==> src/hdl/xcfd_pkg.sv <==
// Shared types and constants for the XOR checked frame decoder.
`default_nettype none
package xcfd_pkg;

	localparam logic [7:0]  START_BYTE    = 8'hFE;
	localparam logic [15:0] BAD_SUM_CODE  = 16'h0013;
	localparam logic [15:0] LENGTH_LIMIT  = 16'd1024;
	localparam logic [10:0] MAX_LEN_RESET = 11'd128;
	localparam int          QUEUE_DEPTH   = 4;

	// Work that the parser hands to the result stage for one accepted byte.
	typedef enum logic [1:0] {
		OP_START = 2'd0,
		OP_HDR   = 2'd1,
		OP_DATA  = 2'd2,
		OP_SUM   = 2'd3
	} op_t;

	typedef struct packed {
		op_t         op;
		logic [7:0]  data;
		logic [15:0] func;
		logic [10:0] len;
		logic [9:0]  idx;
	} q_entry_t;

endpackage
`default_nettype wire

==> src/hdl/xcfd_front.sv <==
// Frame parser: tracks the frame layout and classifies each received byte.
`default_nettype none
module xcfd_front (
	input  logic               clk,
	input  logic               arst_n,
	input  logic               accept,
	input  logic [7:0]         rx_byte,
	input  logic               cfg_wr_en,
	input  logic [10:0]        cfg_wr_data,
	output logic               q_wr,
	output xcfd_pkg::q_entry_t q_entry
);

	typedef enum logic [7:0] {
		ST_HUNT    = 8'b0000_0001,
		ST_FUNC_HI = 8'b0000_0010,
		ST_FUNC_LO = 8'b0000_0100,
		ST_LEN_HI  = 8'b0000_1000,
		ST_LEN_LO  = 8'b0001_0000,
		ST_DATA    = 8'b0010_0000,
		ST_SUM     = 8'b0100_0000,
		ST_DROP    = 8'b1000_0000
	} state_t;

	state_t      state_q, state_d;
	logic [15:0] func_q, func_d;
	logic [15:0] len_q, len_d;
	logic [10:0] count_q, count_d;
	logic [10:0] max_len_q;
	logic [15:0] len_full;
	logic [10:0] count_inc;

	always_comb begin
		state_d   = state_q;
		func_d    = func_q;
		len_d     = len_q;
		count_d   = count_q;
		q_wr      = 1'b0;
		len_full  = {len_q[15:8], rx_byte};
		count_inc = count_q + 11'd1;

		q_entry.op   = xcfd_pkg::OP_HDR;
		q_entry.data = rx_byte;
		q_entry.func = func_q;
		q_entry.len  = len_q[10:0];
		q_entry.idx  = count_q[9:0];

		if (accept) begin
			unique case (state_q)
				ST_HUNT: begin
					if (rx_byte == xcfd_pkg::START_BYTE) begin
						q_entry.op = xcfd_pkg::OP_START;
						q_wr       = 1'b1;
						state_d    = ST_FUNC_HI;
					end
				end
				ST_FUNC_HI: begin
					func_d  = {rx_byte, 8'h00};
					q_wr    = 1'b1;
					state_d = ST_FUNC_LO;
				end
				ST_FUNC_LO: begin
					func_d  = {func_q[15:8], rx_byte};
					q_wr    = 1'b1;
					state_d = ST_LEN_HI;
				end
				ST_LEN_HI: begin
					len_d   = {rx_byte, 8'h00};
					q_wr    = 1'b1;
					state_d = ST_LEN_LO;
				end
				ST_LEN_LO: begin
					len_d   = len_full;
					count_d = '0;
					q_wr    = 1'b1;
					// An oversized frame eats one more byte and then hunts again.
					if (len_full > {5'b0, max_len_q} || len_full > xcfd_pkg::LENGTH_LIMIT) begin
						state_d = ST_DROP;
					end else if (len_full == 16'd0) begin
						state_d = ST_SUM;
					end else begin
						state_d = ST_DATA;
					end
				end
				ST_DATA: begin
					q_entry.op = xcfd_pkg::OP_DATA;
					q_wr       = 1'b1;
					if ({5'b0, count_inc} >= len_q) begin
						count_d = '0;
						state_d = ST_SUM;
					end else begin
						count_d = count_inc;
					end
				end
				ST_SUM: begin
					q_entry.op = xcfd_pkg::OP_SUM;
					q_wr       = 1'b1;
					state_d    = ST_HUNT;
				end
				ST_DROP: begin
					state_d = ST_HUNT;
				end
				default: begin
					state_d = ST_HUNT;
				end
			endcase
		end
	end

	always_ff @(posedge clk or negedge arst_n) begin
		if (!arst_n) begin
			state_q <= ST_HUNT;
			func_q  <= '0;
			len_q   <= '0;
			count_q <= '0;
		end else begin
			state_q <= state_d;
			func_q  <= func_d;
			len_q   <= len_d;
			count_q <= count_d;
		end
	end

	always_ff @(posedge clk or negedge arst_n) begin
		if (!arst_n) begin
			max_len_q <= xcfd_pkg::MAX_LEN_RESET;
		end else if (cfg_wr_en) begin
			max_len_q <= cfg_wr_data;
		end
	end

endmodule
`default_nettype wire

==> src/hdl/xcfd_queue.sv <==
// Short queue of classified bytes between the parser and the result stage.
`default_nettype none
module xcfd_queue #(
	parameter int DEPTH = xcfd_pkg::QUEUE_DEPTH
) (
	input  logic               clk,
	input  logic               arst_n,
	input  logic               wr_en,
	input  xcfd_pkg::q_entry_t wr_data,
	output logic               full,
	input  logic               rd_en,
	output logic               rd_valid,
	output xcfd_pkg::q_entry_t rd_data
);

	localparam int AW = $clog2(DEPTH);
	localparam int CW = $clog2(DEPTH + 1);

	xcfd_pkg::q_entry_t mem [DEPTH];
	logic [AW-1:0] wr_ptr_q;
	logic [AW-1:0] rd_ptr_q;
	logic [CW-1:0] count_q;

	assign full     = (count_q == CW'(DEPTH));
	assign rd_valid = (count_q != '0);
	assign rd_data  = mem[rd_ptr_q];

	always_ff @(posedge clk) begin
		if (wr_en) begin
			mem[wr_ptr_q] <= wr_data;
		end
	end

	always_ff @(posedge clk or negedge arst_n) begin
		if (!arst_n) begin
			wr_ptr_q <= '0;
			rd_ptr_q <= '0;
			count_q  <= '0;
		end else begin
			if (wr_en) begin
				wr_ptr_q <= (wr_ptr_q == AW'(DEPTH - 1)) ? '0 : wr_ptr_q + AW'(1);
			end
			if (rd_en) begin
				rd_ptr_q <= (rd_ptr_q == AW'(DEPTH - 1)) ? '0 : rd_ptr_q + AW'(1);
			end
			if (wr_en && !rd_en) begin
				count_q <= count_q + CW'(1);
			end else if (rd_en && !wr_en) begin
				count_q <= count_q - CW'(1);
			end
		end
	end

endmodule
`default_nettype wire

==> src/hdl/xcfd_back.sv <==
// Result stage: keeps the running checksum and builds the result items.
`default_nettype none
module xcfd_back (
	input  logic               clk,
	input  logic               arst_n,
	input  logic               q_valid,
	input  xcfd_pkg::q_entry_t q_data,
	output logic               q_rd,
	input  logic               pop,
	output logic               empty,
	output logic               kind,
	output logic [15:0]        function_code,
	output logic [10:0]        payload_length,
	output logic [9:0]         byte_index,
	output logic [7:0]         data_byte,
	output logic               checksum_ok
);

	logic        out_valid_q;
	logic [7:0]  sum_q;
	logic        kind_q;
	logic [15:0] func_q;
	logic [10:0] len_q;
	logic [9:0]  idx_q;
	logic [7:0]  data_q;
	logic        ok_q;
	logic        sum_match;
	logic        load;

	// The output register takes a new entry when it is empty or being drained.
	assign q_rd      = q_valid && (!out_valid_q || pop);
	assign sum_match = (sum_q == q_data.data);
	assign load      = q_rd && (q_data.op == xcfd_pkg::OP_DATA || q_data.op == xcfd_pkg::OP_SUM);

	always_ff @(posedge clk or negedge arst_n) begin
		if (!arst_n) begin
			out_valid_q <= 1'b0;
			sum_q       <= '0;
		end else begin
			if (load) begin
				out_valid_q <= 1'b1;
			end else if (pop) begin
				out_valid_q <= 1'b0;
			end
			if (q_rd) begin
				unique case (q_data.op)
					xcfd_pkg::OP_START: sum_q <= xcfd_pkg::START_BYTE;
					xcfd_pkg::OP_HDR:   sum_q <= sum_q ^ q_data.data;
					xcfd_pkg::OP_DATA:  sum_q <= sum_q ^ q_data.data;
					xcfd_pkg::OP_SUM:   sum_q <= sum_q;
					default:            sum_q <= sum_q;
				endcase
			end
		end
	end

	always_ff @(posedge clk) begin
		if (load) begin
			len_q <= q_data.len;
			if (q_data.op == xcfd_pkg::OP_SUM) begin
				kind_q <= 1'b1;
				func_q <= sum_match ? q_data.func : xcfd_pkg::BAD_SUM_CODE;
				idx_q  <= '0;
				data_q <= '0;
				ok_q   <= sum_match;
			end else begin
				kind_q <= 1'b0;
				func_q <= q_data.func;
				idx_q  <= q_data.idx;
				data_q <= q_data.data;
				ok_q   <= 1'b0;
			end
		end
	end

	assign empty          = !out_valid_q;
	assign kind           = kind_q;
	assign function_code  = func_q;
	assign payload_length = len_q;
	assign byte_index     = idx_q;
	assign data_byte      = data_q;
	assign checksum_ok    = ok_q;

endmodule
`default_nettype wire

==> src/hdl/xor_checked_frame_decoder_top.sv <==
// Top level of the XOR checked frame decoder.
//
// Channel   Direction  Handshake                    Payload
// input     in         push / full                  rx_byte
// result    out        empty / pop                  kind, function_code, payload_length,
//                                                   byte_index, data_byte, checksum_ok
// config    in         cfg_wr_en (no wait)          cfg_wr_data (max_payload_length)
//
// One received byte can be transferred on every clock cycle while full is low; the
// parser updates its state and classifies the byte in the cycle of the transfer.
// A result reaches the result ports through the queue and the result register, and
// results can be taken at one per cycle while no header entries lie between them.
// The classified bytes wait in a short queue (QUEUE_DEPTH entries) in front of the
// result register; full rises only when results are not taken and that queue fills.
// Reset leaves the parser hunting for a start byte, the queue and result register
// empty, and max_payload_length at 128.
`default_nettype none
module xor_checked_frame_decoder_top #(
	parameter int QUEUE_DEPTH = xcfd_pkg::QUEUE_DEPTH
) (
	input  logic        clk,
	input  logic        arst_n,
	input  logic        push,
	output logic        full,
	input  logic [7:0]  rx_byte,
	output logic        empty,
	input  logic        pop,
	output logic        kind,
	output logic [15:0] function_code,
	output logic [10:0] payload_length,
	output logic [9:0]  byte_index,
	output logic [7:0]  data_byte,
	output logic        checksum_ok,
	input  logic        cfg_wr_en,
	input  logic [10:0] cfg_wr_data
);

	logic               accept;
	logic               q_wr;
	xcfd_pkg::q_entry_t q_wr_data;
	logic               q_rd;
	logic               q_valid;
	xcfd_pkg::q_entry_t q_rd_data;

	// A byte is transferred whenever push is high and the queue has room.
	assign accept = push && !full;

	// The parser sees every transferred byte, including the ones it ignores.
	xcfd_front u_front (
		.clk         (clk),
		.arst_n      (arst_n),
		.accept      (accept),
		.rx_byte     (rx_byte),
		.cfg_wr_en   (cfg_wr_en),
		.cfg_wr_data (cfg_wr_data),
		.q_wr        (q_wr),
		.q_entry     (q_wr_data)
	);

	// Header bytes pass through the queue too so that the checksum is kept in order.
	xcfd_queue #(
		.DEPTH (QUEUE_DEPTH)
	) u_queue (
		.clk      (clk),
		.arst_n   (arst_n),
		.wr_en    (q_wr),
		.wr_data  (q_wr_data),
		.full     (full),
		.rd_en    (q_rd),
		.rd_valid (q_valid),
		.rd_data  (q_rd_data)
	);

	// The result stage folds bytes into the checksum and fills the result register.
	xcfd_back u_back (
		.clk            (clk),
		.arst_n         (arst_n),
		.q_valid        (q_valid),
		.q_data         (q_rd_data),
		.q_rd           (q_rd),
		.pop            (pop),
		.empty          (empty),
		.kind           (kind),
		.function_code  (function_code),
		.payload_length (payload_length),
		.byte_index     (byte_index),
		.data_byte      (data_byte),
		.checksum_ok    (checksum_ok)
	);

endmodule
`default_nettype wire

==> config.mk <==
export PLATFORM = sky130hd
export DESIGN_NAME = xor_checked_frame_decoder_top
export DESIGN_NICKNAME = d
export VERILOG_FILES = /design/src/hdl/xcfd_pkg.sv /design/src/hdl/xcfd_front.sv /design/src/hdl/xcfd_queue.sv /design/src/hdl/xcfd_back.sv /design/src/hdl/xor_checked_frame_decoder_top.sv
export SDC_FILE = /design/constraint.sdc
export NUM_CORES = 1
export LEC_CHECK = 0
export BUFFER_PORTS_ARGS = -buffer_cell sky130_fd_sc_hd__buf_2
export CAP_MARGIN = 20
export CORE_ASPECT_RATIO = 1.75
export CORE_MARGIN = 8
export CORE_UTILIZATION = 35
export DETAILED_ROUTE_END_ITERATION = 8
export PLACE_DENSITY = 0.58
export SETUP_SLACK_MARGIN = 0.4
export SLEW_MARGIN = 25
export SYNTH_ARGS = -nofsm -noshare
export SYNTH_HDL_FRONTEND = slang
export SYNTH_HIERARCHICAL = 1
export SYNTH_SLANG_ARGS = --single-unit
export TNS_END_PERCENT = 30
==> constraint.sdc <==
create_clock -name clk -period 6.6 [get_ports clk]
set_input_delay 0.66 -clock clk [delete_from_list [all_inputs] [get_ports clk]]
set_output_delay 0.66 -clock clk [all_outputs]
set_load 0.01 [all_outputs]
==> results.txt <==
----------------------------------------------------
[Power]
  Flop pwr share ... 0.481
  Worst VDD drop ... 0.000175 V
  Switching power ... 1.72 mW
  Static leakage ... 5.43 nW
  Pwr Total ... 5.79 mW
  Internal power component ... 4.07 mW
  Switching Fraction ... 0.298
  Part of the power in combinational logic ... 0.259
  Ratio of total power to cell area ... 396 nW/um^2
  Clock network fraction of design power ... 0.259

[Critical path]
  Critical path peak fanout ... 35
  Crit path cell chain ... or3_4 > or4_4 > nor3b_2 > and2_1 > inv_1 > nand3_1 > and2_2 > buf_4
  Worst Path Required ... 6.84 ns
  Critical-path top delay cell ... sky130_fd_sc_hd__and2_2
  Reg2Reg Depth ... 8
  Data arrival time at the worst-slack endpoint ... 4.71 ns
  Startpoint type of the worst setup path ... flip-flop
  Crit. End Element ... flip-flop
  Worst stage delay on the critical path ... 0.84 ns
  Startpoint-to-endpoint class of the critical path ... reg2reg
  Number of buffer and inverter instances along the worst setup path ... 2
  Largest delay share family, worst path ... simple AND/OR/NAND/NOR gates
  Worst path depth ... 8

[Synth]
  Proportion of synthesized chip area in sequential cells ... 0.685
  Cell area after technology mapping ... 13,200 sq um
  Largest area contributor in the netlist ... sky130_fd_sc_hd__edfxtp_1
  Count of state elements after synthesis ... 313
  Number of warning messages in the yosys log ... 6
  Avg Synthesized Cell Area ... 16.4 sq um
  Top cells by area, synth ... sky130_fd_sc_hd__edfxtp_1 (54%), sky130_fd_sc_hd__dfrtp_1 (14%), sky130_fd_sc_hd__mux4_2 (7.7%), sky130_fd_sc_hd__ha_1 (2.9%), sky130_fd_sc_hd__buf_4 (1.9%)
  Number of cells produced by synthesis ... 802
  Fraction of post-synthesis cell area in the top cell type by area ... 0.536
  Most frequently used flop master after synthesis ... sky130_fd_sc_hd__edfxtp_1
  Number of nets in the synthesized netlist ... 858
  Async SR Flop Fraction ... 0.249
  Count of flip-flops with a built-in enable after synthesis ... 235
  Count of unique library cells instantiated by Yosys ... 70

[STA]
  Setup violations, final ... 0
  Post-route clock skew ... 0.0111 ns
  Number of hold-slack violations in the final timing report ... 0
  Relative slew slack ... 0.364
  Worst-margin pin slew ... 0.954 ns
  Setup repair after global routing missed its margin ... no
  Share of the clock period used by the worst path ... 0.677
  Total Negative Setup Slacks ... 0 ns
  Shortest period the worst path allows ... 4.47 ns
  Final Slew Violations ... 0
  Maximum clock frequency ... 0.224 GHz

[Global routing]
  Global-route wire length before repair ... 41,500 um
  Pin count of the biggest net entering global routing ... 57
  Number of global-route vias before repair ... 7,122
  Global Route Usage Sum ... 0.122
  GRT overflow ... 0
  Initial antenna violation count ... 0

[Drt]
  Vias after detailed routing ... 6,715
  Sum of routed wire length over all layers ... 26,900 um
  Number of iterations in the first detailed-routing pass ... 4
  Number of nets with antenna violations after routing ... 0
  DRC viols ... 0
  Avg Vias per Cell ... 4.95
  Number of violations reported at the end of detailed-routing iteration 0 ... 368
  Post-DR wirelength/cell ... 19.9 um

[Layout]
  Non-filler cells in the finished layout ... 1,356
  Fraction of final layout cells sized beyond drive strength 1 ... 0.247
  Fin area ... 14,600 sq um
  Number of fill cells in the layout ... 3,380
  Syn-to-layout area delta ... 11.2%
  Fin util ... 0.392
  Top library cells by usage in the layout, fill and taps aside ... sky130_fd_sc_hd__edfxtp_1 (235), sky130_fd_sc_hd__dfrtp_1 (74), sky130_fd_sc_hd__buf_2 (71), sky130_fd_sc_hd__nand2_1 (46), sky130_fd_sc_hd__mux4_2 (45)
  Inserted Diodes ... 0
  Most frequent standard cell in the layout excluding fill and tap cells ... sky130_fd_sc_hd__edfxtp_1
  Post-layout nets ... 911

[Die]
  Number of placement rows ... 94
  Die boundary height ... 272 um
  Starting Density ... 0.353
  Horizontal die dimension ... 163 um
  CORE AREA ... 37,300 sq um
  Die area ... 44,300 sq um
  IO Pins ... 73

[CTS]
  TritonCTS clock tree ... yes
  Clock network latency to the later pin of the worst-skew pair ... 0.55 ns
  Count of cells resized by post-cts repair ... 0
  Clock Path Buffers ... 3
  Cell at the root of the clock tree ... sky130_fd_sc_hd__clkbuf_16
  Number of buffers added by the clock tree synthesis step ... 27
  Clock-pin slew on the worst setup and hold paths ... 0.06 ns
  Total number of H-tree levels ... 1
  TritonCTS sink count ... 313

[Placement]
  Instance area after placement ... 13,800 sq um
  Total instance count after detailed placement ... 1,305
  Count of buffers inserted at the top-level ports ... 72
  DP Wirelength ... 18,300 um
  RD Place Congestion ... 0.775

[Hold path]
  Class of the worst hold path ... in2reg
  Hold Path Stages ... 3

[Run]
  Max-cap violation count ... 0

[Run status]
  Status ... completed

----------------------------------------------------
-- metal layers --
metal,GRT usage,share of wire,vias up
li1,-,-,3120
met1,0.127,0.37,3434
met2,0.235,0.56,119
met3,0.0178,0.039,42
met4,0.0507,0.033,0
met5,0,0,-
-- stage by stage --
stage | hold slack (ns) | setup WS [ns]
2_1_floorplan | 0.364 | 2.95
3_3_place_gp | 0.465 | 2.13
3_5_place_dp | 0.475 | 2.08
4_1_cts | 0.292 | 2.08
5_1_grt | 0.303 | 1.89
6_report | 0.317 | 2.13
-- tightest hold or removal path, cell delays in order --
cell	delay (ns)
sky130_fd_sc_hd__buf_2	0.07
sky130_fd_sc_hd__nand2_1	0.04
sky130_fd_sc_hd__o21ai_0	0.06
-- registers in the layout (all words and copies together) (netlist names) --
name                   flops
u_queue/count_q            3
u_back/data_byte           8
u_back/kind                1
u_front/state_q            8
u_front/len_q             16
u_back/payload_length     11
u_queue/mem              188
u_front/count_q           11
u_back/function_code      16
u_queue/rd_ptr_q           2
u_back/checksum_ok         1
u_front/max_len_q         11
u_back/sum_q               8
u_back/out_valid_q         1
u_queue/wr_ptr_q           2
u_front/func_q            16
u_back/byte_index         10
-- layout make-up --
| cell class | count | area (sq um) | area share |
|---|---|---|---|
| clock buffer | 38 | 727 | 0.0497 |
| sequential | 313 | 9010 | 0.616 |
| inverter | 33 | 124 | 0.00847 |
| clock inverter | 12 | 92.6 | 0.00633 |
| multi-input combinational | 399 | 3630 | 0.249 |
| timing repair buffer | 81 | 433 | 0.0296 |
| tap | 480 | 601 | 0.0411 |
-- Yosys cell counts (7+ instances only) --
master,n
sky130_fd_sc_hd__nand2_1,46
sky130_fd_sc_hd__o22a_1,7
sky130_fd_sc_hd__and3_1,7
sky130_fd_sc_hd__ha_1,31
sky130_fd_sc_hd__buf_2,7
sky130_fd_sc_hd__xor2_1,9
sky130_fd_sc_hd__dfrtp_1,76
sky130_fd_sc_hd__nor2b_1,29
sky130_fd_sc_hd__xnor2_1,14
sky130_fd_sc_hd__nand4_1,8
sky130_fd_sc_hd__inv_1,33
sky130_fd_sc_hd__clkbuf_1,11
sky130_fd_sc_hd__a21oi_1,9
sky130_fd_sc_hd__mux2_2,21
sky130_fd_sc_hd__buf_4,34
sky130_fd_sc_hd__and2_2,8
sky130_fd_sc_hd__nor2_1,27
sky130_fd_sc_hd__mux4_2,45
sky130_fd_sc_hd__and2_1,13
sky130_fd_sc_hd__a22o_1,15
sky130_fd_sc_hd__o21ai_0,28
sky130_fd_sc_hd__nand3_1,9
sky130_fd_sc_hd__edfxtp_1,235
-- power by group through the flow --
stage | combinational (mW) | sequential (mW) | clock (mW)
after global placement | 1.53 | 2.83 | 0
final | 1.50 | 2.79 | 1.50
after floorplan | 1.07 | 2.84 | 0
after CTS | 1.55 | 2.80 | 1.55
after detailed placement | 1.55 | 2.84 | 0
after global routing | 1.66 | 2.83 | 1.61
-- what timing repair did --
item,CTS,global route
endpoints found under the hold margin,5,0
hold buffers,1,0
buffers inserted,0,0
-- worst paths after layout --
kind | slack (ns) | start | endpoint
min in group asynchronous | 0.56 | arst_n | u_front/max_len_q[0]
max in group asynchronous | 4.88 | arst_n | u_queue/rd_ptr_q[0]
max | 2.13 | u_front/state_q[7] | u_queue/mem[2][35]
min | 0.32 | cfg_wr_data[5] | u_front/max_len_q[5]
max reg2reg | 2.13 | u_front/state_q[7] | u_queue/mem[2][35]
min reg2reg | 0.48 | u_queue/count_q[2] | u_queue/count_q[2]
-- cells by family (layout without fill, tap and decap cells) --
kind of cell | after synthesis | in the layout | share of synthesized area
flip-flops | 313 | 313 | 0.685
AND/OR/NAND/NOR | 180 | 180 | 0.0780
AO/OA/AOI/OAI | 95 | 95 | 0.0517
buffers and inverters | 90 | 164 | 0.0392
multiplexers | 69 | 69 | 0.0998
adder cells (fa/ha/maj) | 32 | 32 | 0.0310
XOR/XNOR | 23 | 23 | 0.0153
Power figures use the tool's default switching activity.
